==> config.mk <==
export PLATFORM = sky130hd
export DESIGN_NAME = dual_axis_pid_velocity_limiter_flat
export DESIGN_NICKNAME = d
export VERILOG_FILES = /design/src/rtl/pidvl_pkg.sv /design/src/rtl/pidvl_if.sv /design/src/rtl/pidvl_mac.sv /design/src/rtl/pidvl_iter.sv /design/src/rtl/dual_axis_pid_velocity_limiter.sv /design/src/flat_wrapper.sv
export SDC_FILE = /design/constraint.sdc
export NUM_CORES = 2
export LEC_CHECK = 0
export BUFFER_PORTS_ARGS = -buffer_cell sky130_fd_sc_hd__buf_2
export CORE_MARGIN = 3
export CORE_UTILIZATION = 50
export DETAILED_ROUTE_END_ITERATION = 16
export PLACE_DENSITY_LB_ADDON = 0.12
export SLEW_MARGIN = 15
export SYNTH_ARGS = -nofsm -noshare
export SYNTH_HDL_FRONTEND = slang
export SYNTH_SLANG_ARGS = --single-unit
==> constraint.sdc <==
create_clock -name clk -period 13.4 [get_ports clk]
set_input_delay 3.35 -clock clk [delete_from_list [all_inputs] [get_ports clk]]
set_output_delay 3.35 -clock clk [all_outputs]
set_load 0.005 [all_outputs]
==> src/rtl/pidvl_pkg.sv <==
// Shared constants and control types of the PID velocity limiter.
// No dependencies.
`default_nettype none
package pidvl_pkg;
	localparam int GAIN_W = 16;
	localparam int LIM_W  = 15;
	localparam int VAL_W  = 16;
	localparam int IDX_W  = 3;
	localparam int MUL_W  = 18;
	localparam int PROD_W = 36;
	localparam int ACC_W  = 38;
	localparam int SQ_W   = 34;
	localparam int ROOT_W = 17;
	localparam int QUO_W  = 16;
	localparam int DEN_W  = 18;

	localparam logic [IDX_W-1:0] REG_KP        = 3'd0;
	localparam logic [IDX_W-1:0] REG_KI        = 3'd1;
	localparam logic [IDX_W-1:0] REG_KD        = 3'd2;
	localparam logic [IDX_W-1:0] REG_VEL_LIM   = 3'd3;
	localparam logic [IDX_W-1:0] REG_INTEG_LIM = 3'd4;
	localparam logic [IDX_W-1:0] REG_MAX_STEP  = 3'd5;

	localparam logic [GAIN_W-1:0] KP_RST        = 16'd4096;
	localparam logic [GAIN_W-1:0] KI_RST        = 16'd0;
	localparam logic [GAIN_W-1:0] KD_RST        = 16'd0;
	localparam logic [LIM_W-1:0]  VEL_LIM_RST   = 15'd768;
	localparam logic [LIM_W-1:0]  INTEG_LIM_RST = 15'd614;
	localparam logic [LIM_W-1:0]  MAX_STEP_RST  = 15'd77;

	typedef enum logic [1:0] {
		ACC_HOLD = 2'd0,
		ACC_LOAD = 2'd1,
		ACC_ADD  = 2'd2
	} acc_op_t;

	typedef struct packed {
		logic    mul_en;
		acc_op_t acc_op;
	} mac_ctl_t;

	typedef struct packed {
		logic start;
		logic sqrt_mode;
	} iter_ctl_t;
endpackage
`default_nettype wire

==> src/rtl/pidvl_if.sv <==
// Stream interfaces for the input tick and the command result.
// Depends on nothing but plain logic types.
`default_nettype none
interface pidvl_in_if;
	logic               valid;
	logic               ready;
	logic signed [15:0] err_east;
	logic signed [15:0] err_north;
	logic signed [15:0] meas_vel_east;
	logic signed [15:0] meas_vel_north;
	logic               clear;
	modport source (output valid, err_east, err_north, meas_vel_east, meas_vel_north,
		clear, input ready);
	modport sink (input valid, err_east, err_north, meas_vel_east, meas_vel_north,
		clear, output ready);
endinterface

interface pidvl_out_if;
	logic               valid;
	logic               ready;
	logic signed [15:0] cmd_vel_east;
	logic signed [15:0] cmd_vel_north;
	logic               accel_limited;
	modport source (output valid, cmd_vel_east, cmd_vel_north, accel_limited, input ready);
	modport sink (input valid, cmd_vel_east, cmd_vel_north, accel_limited, output ready);
endinterface
`default_nettype wire

==> src/rtl/pidvl_mac.sv <==
// Shared multiplier with product register and accumulator.
// Depends on pidvl_pkg.
`default_nettype none
module pidvl_mac (
	input  wire logic                               clk,
	input  wire logic                               arst_n,
	input  wire pidvl_pkg::mac_ctl_t                ctl,
	input  wire logic signed [pidvl_pkg::MUL_W-1:0] a,
	input  wire logic signed [pidvl_pkg::MUL_W-1:0] b,
	output logic signed [pidvl_pkg::PROD_W-1:0]     prod,
	output logic signed [pidvl_pkg::ACC_W-1:0]      acc
);
	logic signed [pidvl_pkg::PROD_W-1:0] prod_q;
	logic signed [pidvl_pkg::ACC_W-1:0]  acc_q;
	logic signed [pidvl_pkg::ACC_W-1:0]  prod_ext;

	assign prod_ext = pidvl_pkg::ACC_W'(prod_q);

	always_ff @(posedge clk) begin
		if (ctl.mul_en) begin
			prod_q <= a * b;
		end
	end

	always_ff @(posedge clk) begin
		unique case (ctl.acc_op)
			pidvl_pkg::ACC_LOAD: acc_q <= prod_ext;
			pidvl_pkg::ACC_ADD:  acc_q <= acc_q + prod_ext;
			default:             acc_q <= acc_q;
		endcase
	end

	assign prod = prod_q;
	assign acc  = acc_q;

	// arst_n kept on the port for a uniform hookup; datapath only
	logic unused_rst;
	assign unused_rst = arst_n;
endmodule
`default_nettype wire

==> src/rtl/pidvl_iter.sv <==
// Bit-serial square root and restoring divide sharing one subtractor.
// Depends on pidvl_pkg.
`default_nettype none
module pidvl_iter (
	input  wire logic                             clk,
	input  wire logic                             arst_n,
	input  wire pidvl_pkg::iter_ctl_t             ctl,
	input  wire logic [pidvl_pkg::SQ_W-1:0]       num,
	input  wire logic [pidvl_pkg::DEN_W-1:0]      den,
	output logic                                  done,
	output logic [pidvl_pkg::ROOT_W-1:0]          root,
	output logic [pidvl_pkg::QUO_W-1:0]           quo
);
	localparam int W = pidvl_pkg::SQ_W + 1;

	logic                          run_q;
	logic                          done_q;
	logic                          mode_q;
	logic [4:0]                    cnt_q;
	logic [W-1:0]                  v_q;
	logic [W-1:0]                  r_q;
	logic [W-1:0]                  bit_q;
	logic [pidvl_pkg::DEN_W-1:0]   den_q;
	logic [W-1:0]                  sub_a;
	logic [W-1:0]                  sub_b;
	logic [W:0]                    diff;
	logic                          ge;

	always_comb begin
		if (mode_q) begin
			sub_a = v_q;
			sub_b = r_q + bit_q;
		end else begin
			sub_a = {16'd0, v_q[pidvl_pkg::DEN_W-1:0], bit_q[pidvl_pkg::QUO_W-1]};
			sub_b = {17'd0, den_q};
		end
		diff = {1'b0, sub_a} - {1'b0, sub_b};
		ge   = !diff[W];
	end

	always_ff @(posedge clk or negedge arst_n) begin
		if (!arst_n) begin
			run_q  <= 1'b0;
			done_q <= 1'b0;
			cnt_q  <= '0;
		end else begin
			done_q <= 1'b0;
			if (ctl.start) begin
				run_q <= 1'b1;
				cnt_q <= ctl.sqrt_mode ? 5'd17 : 5'd16;
			end else if (run_q) begin
				cnt_q <= cnt_q - 5'd1;
				if (cnt_q == 5'd1) begin
					run_q  <= 1'b0;
					done_q <= 1'b1;
				end
			end
		end
	end

	always_ff @(posedge clk) begin
		if (ctl.start) begin
			mode_q <= ctl.sqrt_mode;
			r_q    <= '0;
			den_q  <= den;
			if (ctl.sqrt_mode) begin
				v_q   <= {1'b0, num};
				bit_q <= W'(1) << 32;
			end else begin
				v_q   <= W'(num[pidvl_pkg::SQ_W-1:pidvl_pkg::QUO_W]);
				bit_q <= W'(num[pidvl_pkg::QUO_W-1:0]);
			end
		end else if (run_q) begin
			if (mode_q) begin
				if (ge) begin
					v_q <= diff[W-1:0];
					r_q <= (r_q >> 1) + bit_q;
				end else begin
					r_q <= r_q >> 1;
				end
				bit_q <= bit_q >> 2;
			end else begin
				v_q   <= ge ? diff[W-1:0] : sub_a;
				bit_q <= bit_q << 1;
				r_q   <= {r_q[W-2:0], ge};
			end
		end
	end

	assign done = done_q;
	assign root = r_q[pidvl_pkg::ROOT_W-1:0];
	assign quo  = r_q[pidvl_pkg::QUO_W-1:0];
endmodule
`default_nettype wire

==> src/rtl/dual_axis_pid_velocity_limiter.sv <==
// Top level: dual-axis PID velocity commander with vector step limiter.
// Depends on pidvl_pkg, pidvl_if, pidvl_mac, pidvl_iter.
//
//  port    | dir | beat contents
//  --------+-----+------------------------------------------------------
//  in_ch   | in  | err_east, err_north, meas_vel_east/north, clear
//  out_ch  | out | cmd_vel_east, cmd_vel_north, accel_limited
//  cfg_*   | in  | write enable, register index, 16-bit data
//
// One beat at a time: the result is registered after the PID terms of both
// axes (skipped on a clear tick) and, when the step limit applies, after the
// root and the two divides; ready returns as the result is registered.
// The shared 18x18 multiplier gives one product a cycle and the root/divide
// unit resolves one bit per cycle.
// in_ch.ready is high only while idle; a finished result sits in the
// output register so the next beat can be taken while it waits.
// Reset clears control, integrals and previous errors and loads the
// register defaults.
`default_nettype none
module dual_axis_pid_velocity_limiter (
	input  wire logic                               clk,
	input  wire logic                               arst_n,
	pidvl_in_if.sink                                in_ch,
	pidvl_out_if.source                             out_ch,
	input  wire logic                               cfg_we,
	input  wire logic [pidvl_pkg::IDX_W-1:0]        cfg_index,
	input  wire logic [pidvl_pkg::GAIN_W-1:0]       cfg_data
);
	typedef enum logic [15:0] {
		ST_IDLE = 16'h0001,
		ST_AXIS = 16'h0002,
		ST_MD   = 16'h0004,
		ST_MI   = 16'h0008,
		ST_MA   = 16'h0010,
		ST_RND  = 16'h0020,
		ST_DVX  = 16'h0040,
		ST_SQX  = 16'h0080,
		ST_SQY  = 16'h0100,
		ST_SQL  = 16'h0200,
		ST_CMP  = 16'h0400,
		ST_SQRT = 16'h0800,
		ST_MULX = 16'h1000,
		ST_DIVS = 16'h2000,
		ST_DIV  = 16'h4000,
		ST_DONE = 16'h8000
	} state_t;

	state_t state_q, state_d;

	// configuration
	logic [pidvl_pkg::GAIN_W-1:0] kp_q, ki_q, kd_q;
	logic [pidvl_pkg::LIM_W-1:0]  vel_lim_q, integ_lim_q, max_step_q;

	// tick operands and loop state
	logic signed [15:0] err_e_q, err_n_q, mv_e_q, mv_n_q;
	logic signed [15:0] integ_e_q, integ_n_q, prev_e_q, prev_n_q;
	logic signed [16:0] d_q;
	logic signed [15:0] ce_q, cn_q;
	logic signed [17:0] dvx_q, dvy_q;
	logic [pidvl_pkg::ROOT_W-1:0] dv_q;
	logic               axis_q;
	logic               limited_q;

	// output register
	logic               out_valid_q;
	logic signed [15:0] out_ce_q, out_cn_q;
	logic               out_lim_q;

	logic in_fire;
	assign in_ch.ready = (state_q == ST_IDLE);
	assign in_fire     = in_ch.valid && in_ch.ready;

	// current-axis selects
	logic signed [15:0] e_cur, integ_cur, prev_cur, mv_cur;
	logic signed [17:0] dv_axis;
	logic [16:0]        dv_abs;
	assign e_cur     = axis_q ? err_n_q : err_e_q;
	assign integ_cur = axis_q ? integ_n_q : integ_e_q;
	assign prev_cur  = axis_q ? prev_n_q : prev_e_q;
	assign mv_cur    = axis_q ? mv_n_q : mv_e_q;
	assign dv_axis   = axis_q ? dvy_q : dvx_q;
	assign dv_abs    = dv_axis[17] ? 17'(-dv_axis) : dv_axis[16:0];

	// integral update, saturated to +-integral_limit
	logic signed [16:0] integ_sum, ilim_pos;
	logic signed [15:0] integ_new;
	always_comb begin
		integ_sum = 17'(integ_cur) + 17'(e_cur);
		ilim_pos  = {2'b00, integ_lim_q};
		if (integ_sum > ilim_pos) begin
			integ_new = ilim_pos[15:0];
		end else if (integ_sum < -ilim_pos) begin
			integ_new = 16'(-ilim_pos);
		end else begin
			integ_new = integ_sum[15:0];
		end
	end

	// shared multiply-accumulate
	pidvl_pkg::mac_ctl_t                  mac_ctl;
	logic signed [pidvl_pkg::MUL_W-1:0]   mul_a, mul_b;
	logic signed [pidvl_pkg::PROD_W-1:0]  prod;
	logic signed [pidvl_pkg::ACC_W-1:0]   acc;

	pidvl_mac u_mac (
		.clk    (clk),
		.arst_n (arst_n),
		.ctl    (mac_ctl),
		.a      (mul_a),
		.b      (mul_b),
		.prod   (prod),
		.acc    (acc)
	);

	// round Q.20 sum to Q8.8 (half up) and clamp to +-vel_limit
	logic signed [pidvl_pkg::ACC_W-1:0] acc_rnd;
	logic signed [25:0]                 pid_sh, vlim_pos;
	logic signed [15:0]                 pid_cmd;
	always_comb begin
		acc_rnd  = acc + pidvl_pkg::ACC_W'(2048);
		pid_sh   = acc_rnd[pidvl_pkg::ACC_W-1:12];
		vlim_pos = 26'(vel_lim_q);
		if (pid_sh > vlim_pos) begin
			pid_cmd = vlim_pos[15:0];
		end else if (pid_sh < -vlim_pos) begin
			pid_cmd = 16'(-vlim_pos);
		end else begin
			pid_cmd = pid_sh[15:0];
		end
	end

	// root and divide unit
	pidvl_pkg::iter_ctl_t               it_ctl;
	logic [pidvl_pkg::SQ_W-1:0]         it_num;
	logic [pidvl_pkg::DEN_W-1:0]        it_den;
	logic                               it_done;
	logic [pidvl_pkg::ROOT_W-1:0]       it_root;
	logic [pidvl_pkg::QUO_W-1:0]        it_quo;

	pidvl_iter u_iter (
		.clk    (clk),
		.arst_n (arst_n),
		.ctl    (it_ctl),
		.num    (it_num),
		.den    (it_den),
		.done   (it_done),
		.root   (it_root),
		.quo    (it_quo)
	);

	// limited command: meas +- quotient, saturated to 16 bits
	logic signed [17:0] lim_sum;
	logic signed [15:0] lim_cmd;
	always_comb begin
		lim_sum = dv_axis[17] ? 18'(mv_cur) - 18'(it_quo) : 18'(mv_cur) + 18'(it_quo);
		if (lim_sum > 18'sd32767) begin
			lim_cmd = 16'sh7fff;
		end else if (lim_sum < -18'sd32768) begin
			lim_cmd = 16'sh8000;
		end else begin
			lim_cmd = lim_sum[15:0];
		end
	end

	logic out_free;
	assign out_free = !out_valid_q || out_ch.ready;

	// sequencer controls
	always_comb begin
		state_d          = state_q;
		mac_ctl.mul_en   = 1'b0;
		mac_ctl.acc_op   = pidvl_pkg::ACC_HOLD;
		mul_a            = '0;
		mul_b            = '0;
		it_ctl.start     = 1'b0;
		it_ctl.sqrt_mode = 1'b0;
		it_num           = acc[pidvl_pkg::SQ_W-1:0];
		it_den           = {dv_q, 1'b0};
		unique case (state_q)
			ST_IDLE: begin
				if (in_fire) begin
					state_d = in_ch.clear ? ST_DVX : ST_AXIS;
				end
			end
			ST_AXIS: begin
				mac_ctl.mul_en = 1'b1;
				mul_a          = {2'b00, kp_q};
				mul_b          = 18'(e_cur);
				state_d        = ST_MD;
			end
			ST_MD: begin
				mac_ctl.mul_en = 1'b1;
				mac_ctl.acc_op = pidvl_pkg::ACC_LOAD;
				mul_a          = {2'b00, kd_q};
				mul_b          = 18'(d_q);
				state_d        = ST_MI;
			end
			ST_MI: begin
				mac_ctl.mul_en = 1'b1;
				mac_ctl.acc_op = pidvl_pkg::ACC_ADD;
				mul_a          = {2'b00, ki_q};
				mul_b          = 18'(integ_cur);
				state_d        = ST_MA;
			end
			ST_MA: begin
				mac_ctl.acc_op = pidvl_pkg::ACC_ADD;
				state_d        = ST_RND;
			end
			ST_RND: begin
				state_d = axis_q ? ST_DVX : ST_AXIS;
			end
			ST_DVX: begin
				state_d = ST_SQX;
			end
			ST_SQX: begin
				mac_ctl.mul_en = 1'b1;
				mul_a          = dvx_q;
				mul_b          = dvx_q;
				state_d        = ST_SQY;
			end
			ST_SQY: begin
				mac_ctl.mul_en = 1'b1;
				mac_ctl.acc_op = pidvl_pkg::ACC_LOAD;
				mul_a          = dvy_q;
				mul_b          = dvy_q;
				state_d        = ST_SQL;
			end
			ST_SQL: begin
				mac_ctl.mul_en = 1'b1;
				mac_ctl.acc_op = pidvl_pkg::ACC_ADD;
				mul_a          = {3'b000, max_step_q};
				mul_b          = {3'b000, max_step_q};
				state_d        = ST_CMP;
			end
			ST_CMP: begin
				// acc holds dvx^2 + dvy^2, prod holds max_step^2
				if (acc > pidvl_pkg::ACC_W'(prod)) begin
					it_ctl.start     = 1'b1;
					it_ctl.sqrt_mode = 1'b1;
					state_d          = ST_SQRT;
				end else begin
					state_d = ST_DONE;
				end
			end
			ST_SQRT: begin
				if (it_done) begin
					state_d = ST_MULX;
				end
			end
			ST_MULX: begin
				mac_ctl.mul_en = 1'b1;
				mul_a          = {1'b0, dv_abs};
				mul_b          = {3'b000, max_step_q};
				state_d        = ST_DIVS;
			end
			ST_DIVS: begin
				// q = (2*|dv_axis|*max_step + dv) / (2*dv)
				it_ctl.start = 1'b1;
				it_num       = {prod[pidvl_pkg::SQ_W-3:0], 1'b0}
					+ pidvl_pkg::SQ_W'(dv_q);
				state_d      = ST_DIV;
			end
			ST_DIV: begin
				if (it_done) begin
					state_d = axis_q ? ST_DONE : ST_MULX;
				end
			end
			ST_DONE: begin
				if (out_free) begin
					state_d = ST_IDLE;
				end
			end
			default: state_d = ST_IDLE;
		endcase
	end

	always_ff @(posedge clk or negedge arst_n) begin
		if (!arst_n) begin
			state_q <= ST_IDLE;
		end else begin
			state_q <= state_d;
		end
	end

	// configuration writes; indexes past the list are dropped
	always_ff @(posedge clk or negedge arst_n) begin
		if (!arst_n) begin
			kp_q        <= pidvl_pkg::KP_RST;
			ki_q        <= pidvl_pkg::KI_RST;
			kd_q        <= pidvl_pkg::KD_RST;
			vel_lim_q   <= pidvl_pkg::VEL_LIM_RST;
			integ_lim_q <= pidvl_pkg::INTEG_LIM_RST;
			max_step_q  <= pidvl_pkg::MAX_STEP_RST;
		end else if (cfg_we) begin
			unique case (cfg_index)
				pidvl_pkg::REG_KP:        kp_q        <= cfg_data;
				pidvl_pkg::REG_KI:        ki_q        <= cfg_data;
				pidvl_pkg::REG_KD:        kd_q        <= cfg_data;
				pidvl_pkg::REG_VEL_LIM:   vel_lim_q   <= cfg_data[pidvl_pkg::LIM_W-1:0];
				pidvl_pkg::REG_INTEG_LIM: integ_lim_q <= cfg_data[pidvl_pkg::LIM_W-1:0];
				pidvl_pkg::REG_MAX_STEP:  max_step_q  <= cfg_data[pidvl_pkg::LIM_W-1:0];
				default: ;
			endcase
		end
	end

	// loop state: integrals and previous errors
	always_ff @(posedge clk or negedge arst_n) begin
		if (!arst_n) begin
			integ_e_q <= '0;
			integ_n_q <= '0;
			prev_e_q  <= '0;
			prev_n_q  <= '0;
		end else if (in_fire && in_ch.clear) begin
			// clear tick keeps the previous errors
			integ_e_q <= '0;
			integ_n_q <= '0;
		end else if (state_q == ST_AXIS) begin
			if (axis_q) begin
				integ_n_q <= integ_new;
				prev_n_q  <= e_cur;
			end else begin
				integ_e_q <= integ_new;
				prev_e_q  <= e_cur;
			end
		end
	end

	// working registers
	always_ff @(posedge clk or negedge arst_n) begin
		if (!arst_n) begin
			axis_q    <= 1'b0;
			limited_q <= 1'b0;
		end else begin
			if (in_fire) begin
				axis_q    <= 1'b0;
				limited_q <= 1'b0;
			end else if (state_q == ST_RND || state_q == ST_SQRT && it_done) begin
				axis_q <= !axis_q && state_q == ST_RND;
			end else if (state_q == ST_DIV && it_done) begin
				axis_q    <= 1'b1;
				limited_q <= 1'b1;
			end
		end
	end

	always_ff @(posedge clk) begin
		if (in_fire) begin
			err_e_q <= in_ch.err_east;
			err_n_q <= in_ch.err_north;
			mv_e_q  <= in_ch.meas_vel_east;
			mv_n_q  <= in_ch.meas_vel_north;
			ce_q    <= '0;
			cn_q    <= '0;
		end
		if (state_q == ST_AXIS) begin
			d_q <= 17'(e_cur) - 17'(prev_cur);
		end
		if (state_q == ST_RND) begin
			if (axis_q) begin
				cn_q <= pid_cmd;
			end else begin
				ce_q <= pid_cmd;
			end
		end
		if (state_q == ST_DVX) begin
			dvx_q <= 18'(ce_q) - 18'(mv_e_q);
			dvy_q <= 18'(cn_q) - 18'(mv_n_q);
		end
		if (state_q == ST_SQRT && it_done) begin
			dv_q <= (it_root == '0) ? pidvl_pkg::ROOT_W'(1) : it_root;
		end
		if (state_q == ST_DIV && it_done) begin
			if (axis_q) begin
				cn_q <= lim_cmd;
			end else begin
				ce_q <= lim_cmd;
			end
		end
	end

	// result register
	always_ff @(posedge clk or negedge arst_n) begin
		if (!arst_n) begin
			out_valid_q <= 1'b0;
		end else if (state_q == ST_DONE && out_free) begin
			out_valid_q <= 1'b1;
		end else if (out_ch.ready) begin
			out_valid_q <= 1'b0;
		end
	end

	always_ff @(posedge clk) begin
		if (state_q == ST_DONE && out_free) begin
			out_ce_q  <= ce_q;
			out_cn_q  <= cn_q;
			out_lim_q <= limited_q;
		end
	end

	assign out_ch.valid         = out_valid_q;
	assign out_ch.cmd_vel_east  = out_ce_q;
	assign out_ch.cmd_vel_north = out_cn_q;
	assign out_ch.accel_limited = out_lim_q;
endmodule
`default_nettype wire

==> src/flat_wrapper.sv <==
// flat-port wrapper written by rule: the top's interface ports become plain ports
module dual_axis_pid_velocity_limiter_flat 
  (clk, arst_n, cfg_we, cfg_index, cfg_data, in_ch_valid, in_ch_err_east, in_ch_err_north, in_ch_meas_vel_east, in_ch_meas_vel_north, in_ch_clear, in_ch_ready, out_ch_valid, out_ch_cmd_vel_east, out_ch_cmd_vel_north, out_ch_accel_limited, out_ch_ready);
  pidvl_in_if in_ch_i ();
  pidvl_out_if out_ch_i ();
  input  wire logic clk;
  input  wire logic arst_n;
  input  wire logic cfg_we;
  input  wire logic [pidvl_pkg::IDX_W-1:0] cfg_index;
  input  wire logic [pidvl_pkg::GAIN_W-1:0] cfg_data;
  input wire logic [$bits(in_ch_i.valid)-1:0] in_ch_valid;
  input wire logic [$bits(in_ch_i.err_east)-1:0] in_ch_err_east;
  input wire logic [$bits(in_ch_i.err_north)-1:0] in_ch_err_north;
  input wire logic [$bits(in_ch_i.meas_vel_east)-1:0] in_ch_meas_vel_east;
  input wire logic [$bits(in_ch_i.meas_vel_north)-1:0] in_ch_meas_vel_north;
  input wire logic [$bits(in_ch_i.clear)-1:0] in_ch_clear;
  output wire logic [$bits(in_ch_i.ready)-1:0] in_ch_ready;
  output wire logic [$bits(out_ch_i.valid)-1:0] out_ch_valid;
  output wire logic [$bits(out_ch_i.cmd_vel_east)-1:0] out_ch_cmd_vel_east;
  output wire logic [$bits(out_ch_i.cmd_vel_north)-1:0] out_ch_cmd_vel_north;
  output wire logic [$bits(out_ch_i.accel_limited)-1:0] out_ch_accel_limited;
  input wire logic [$bits(out_ch_i.ready)-1:0] out_ch_ready;
  assign in_ch_i.valid = in_ch_valid;
  assign in_ch_i.err_east = in_ch_err_east;
  assign in_ch_i.err_north = in_ch_err_north;
  assign in_ch_i.meas_vel_east = in_ch_meas_vel_east;
  assign in_ch_i.meas_vel_north = in_ch_meas_vel_north;
  assign in_ch_i.clear = in_ch_clear;
  assign in_ch_ready = in_ch_i.ready;
  assign out_ch_valid = out_ch_i.valid;
  assign out_ch_cmd_vel_east = out_ch_i.cmd_vel_east;
  assign out_ch_cmd_vel_north = out_ch_i.cmd_vel_north;
  assign out_ch_accel_limited = out_ch_i.accel_limited;
  assign out_ch_i.ready = out_ch_ready;
  dual_axis_pid_velocity_limiter u_core (.clk(clk), .arst_n(arst_n), .in_ch(in_ch_i), .out_ch(out_ch_i), .cfg_we(cfg_we), .cfg_index(cfg_index), .cfg_data(cfg_data));
endmodule
==> summary.txt <==
Status
  – Status: complete, no violations

Yosys
  – Post-Syn Area: roughly 53,000 µm²
  – Unique masters post-synth: approximately 110
  – Post-Syn Nets: 6,696
  – Mapped Cells: 5,821
  – Asr flop ratio synth: 0.317
  – Synth warnings: 0
  – Post-synth top flop: edfxtp_1
  – Syn avg cell area: 9.15 µm²
  – Yosys reg bits: 577
  – Seq/Total Area, Yosys: 0.296
  – Post-synth EDFFs: 327

Cells and area
  – Commonest non-fill, non-tap cell in the layout: inv_1
  – Highest-count cells in the layout ignoring fill and taps: inv_1 (635), nand2_1 (574), nor2_1 (492)
  – Post-route design area: 57,800 µm²
  – Fin nets: 6,746
  – Layout cells sized above 1: 0.0870
  – Layout area overhead: 8.55%
  – Fill count: 9,683

CTS
  – Post-CTS sizing: 0
  – CTS tree: done
  – Setup bufs post-CTS: 0
  – Worst-path clk slew: roughly 0.08 ns
  – Root Buffer: clkbuf_16
  – Clk sinks: 577
  – Number of hold buffers added after cts: 0
  – Clk_lat worst skew: roughly 0.66 ns
  – Total CTS buffers: 70
  – Clock Path Buffers: 3
  – H-tree levels: 3

Run
  – Max cap viols: 0

Floorplanning
  – Die width: 332 µm
  – Die Span Y: 332 µm
  – Num ports: 124
  – Total core area: 106,000 µm²
  – # rows: 119
  – Starting Density: 0.505
  – Die area: about 110,000 µm²

Timing
  – Setup ws final: ~3.0 ns
  – Worst hold slack: 0.462 ns
  – Min Tclk post-route: roughly 10 ns
  – Final setup fails: 0
  – Worst Clk Skew: 0.0408 ns
  – Tightest Pin Transition: 1.13 ns
  – Final hold violation count: 0
  – Relative slew slack: 0.243
  – Crit share post-route: 0.774
  – Unrepaired setup endpoints after global routing: false
  – Final TNS setup: 0 ns
  – Fmax: 96.4 MHz
  – Max-slew violations: 0

Power
  – Total chip power: 4330 µW
  – Leak: 0.0260 µW
  – VDD IR max: 0.0000991 V
  – Pwr dens: roughly 75 nW/µm²

Route
  – Via count: 43,700
  – Initial DRC Count: 3,653
  – Pre-Repair DR Iteration Count: 8
  – Met2 wire length: 79.4 mm
  – Wire length on met3: around 10 mm
  – Post-DRT Antenna Nets: 0
  – Drt wl/cell: 22.7 µm
  – Detailed-route wire length: 166 mm
  – Vias/cell: 5.96
  – DR top layer: met4
  – M1 wire length: 67.7 mm
  – DRC viols: 0

Global routing
  – Grt ovf: 0
  – First-pass GRT wire length: 256 mm
  – GRT Total Usage: 0.298
  – Initial antenna violation count: 4
  – Pin count of the biggest net entering global routing: between 70 and 80
  – Number of global-route vias before repair: about 43,000

Critical path
  – Critical path class: flip-flop to flip-flop
  – Max incr delay on CP: a little under 1 ns
  – Required @ worst endpoint: 13.80 ns
  – Critical Path Most Common Cell: fa_1
  – Crit start category: flip-flop
  – CP arrival: 10.77 ns
  – CP endpoint kind: flip-flop
  – Slowest stage cell, crit path: nand2b_1
  – Crit path max fanout: 17

Placed design
  – Buffers on Ports: 123
  – HPWL Detailed: 129 mm
  – GPL Wtd Cong: between 0.9 and 1
  – Placed inst area: 55,400 µm²
  – Place WS: 3.07 ns

Worst hold path
  – Hold crit path type: flip-flop to flip-flop
[where the power goes]
group / leakage (µW) / total, µW / internal [µW] / switching [µW]
Clock: 0.00116 / 2040 / 1200 / 835
Combinational: 0.0194 / 300 / 134 / 165
Sequential: 0.00540 / 1990 / 1930 / 60.4
Total: 0.0260 / 4330 / 3260 / 1060
[critical path: cells and delay by family (launching register included)]
kind	cells	cell delay, ns
xor+xnor	1	0.09
compound gates	7	1.90
fa+ha+maj	7	3.82
buf+inv	3	0.27
flops	1	0.44
simple gates	9	3.59
[kinds of logic after synthesis]
family | after synthesis | synth area share
and+or+nand+nor | 1728 | 0.152
xor gates and xnor gates | 318 | 0.0524
adders and majority gates | 786 | 0.232
buffers and inverters | 858 | 0.0616
DFF | 577 | 0.296
muxes | 238 | 0.0479
AOI/OAI and AO/OA | 1316 | 0.158
[synthesized netlist by cell type (97+ instances only)]
cell type / n / area [µm²]
nand2_1: 574 / 2150
ha_1: 446 / 5580
fa_1: 340 / 6810
mux2_2: 133 / 1500
edfxtp_1: 327 / 9820
nand3_1: 97 / 485
clkbuf_1: 177 / 664
o21ai_0: 324 / 1620
nor2_1: 493 / 1850
xnor2_1: 227 / 1990
a21oi_1: 383 / 1920
inv_1: 636 / 2390
mux2i_1: 104 / 1040
dfrtp_1: 170 / 4250
[sequential cells by signal, indices dropped and copies added, names as in the netlist, 17 cells and up]
name and cells:
u_core.d_q 17, u_core.dv_q 17, u_core.dvx_q 17, u_core.dvy_q 17
u_core.u_iter.bit_q 35, u_core.u_iter.den_q 17, u_core.u_iter.r_q 35, u_core.u_iter.v_q 35
u_core.u_mac.acc 38, u_core.u_mac.prod 36
[layer usage]
metal  global-route usage  vias up
met5                    0        -
li1                     -    20400
met3               0.0354      366
met2                0.507     1541
met1                0.379    21400
met4                0.141        0
[cell type report]
class | count | area, µm² | share of cell area
sequential | 577 | 15800 | 0.273
antenna | 4 | 10.0 | 0.000173
timing repair buffer | 196 | 1170 | 0.0203
multi-input combinational | 4386 | 34300 | 0.594
tap | 1391 | 1740 | 0.0301
clock buffer | 87 | 1880 | 0.0325
clock inverter | 43 | 547 | 0.00945
inverter | 640 | 2400 | 0.0415
[through the flow]
step                      std cells  utilization
after floorplan                5821            -
after global placement         7190        0.525
after detailed placement       7190        0.525
after CTS                      7320        0.548
after global routing           7320        0.548
final                          7324        0.548
[path summary, 6_finish.rpt]
check,from,endpoint,slack (ns),depth (start not counted)
setup / recovery,u_core.state_q[1],u_core.u_mac.prod[35],3.03,27
hold / removal,u_core.dv_q[0],u_core.u_iter.den_q[1],0.46,0
setup reg to reg,u_core.state_q[1],u_core.u_mac.prod[35],3.03,27
hold reg to reg,u_core.dv_q[0],u_core.u_iter.den_q[1],0.46,0
max in group asynchronous,arst_n,u_core.kd_q[2],8.50,3
min in group asynchronous,arst_n,u_core.integ_lim_q[13],2.72,1
(Power assumes the default switching activity.)
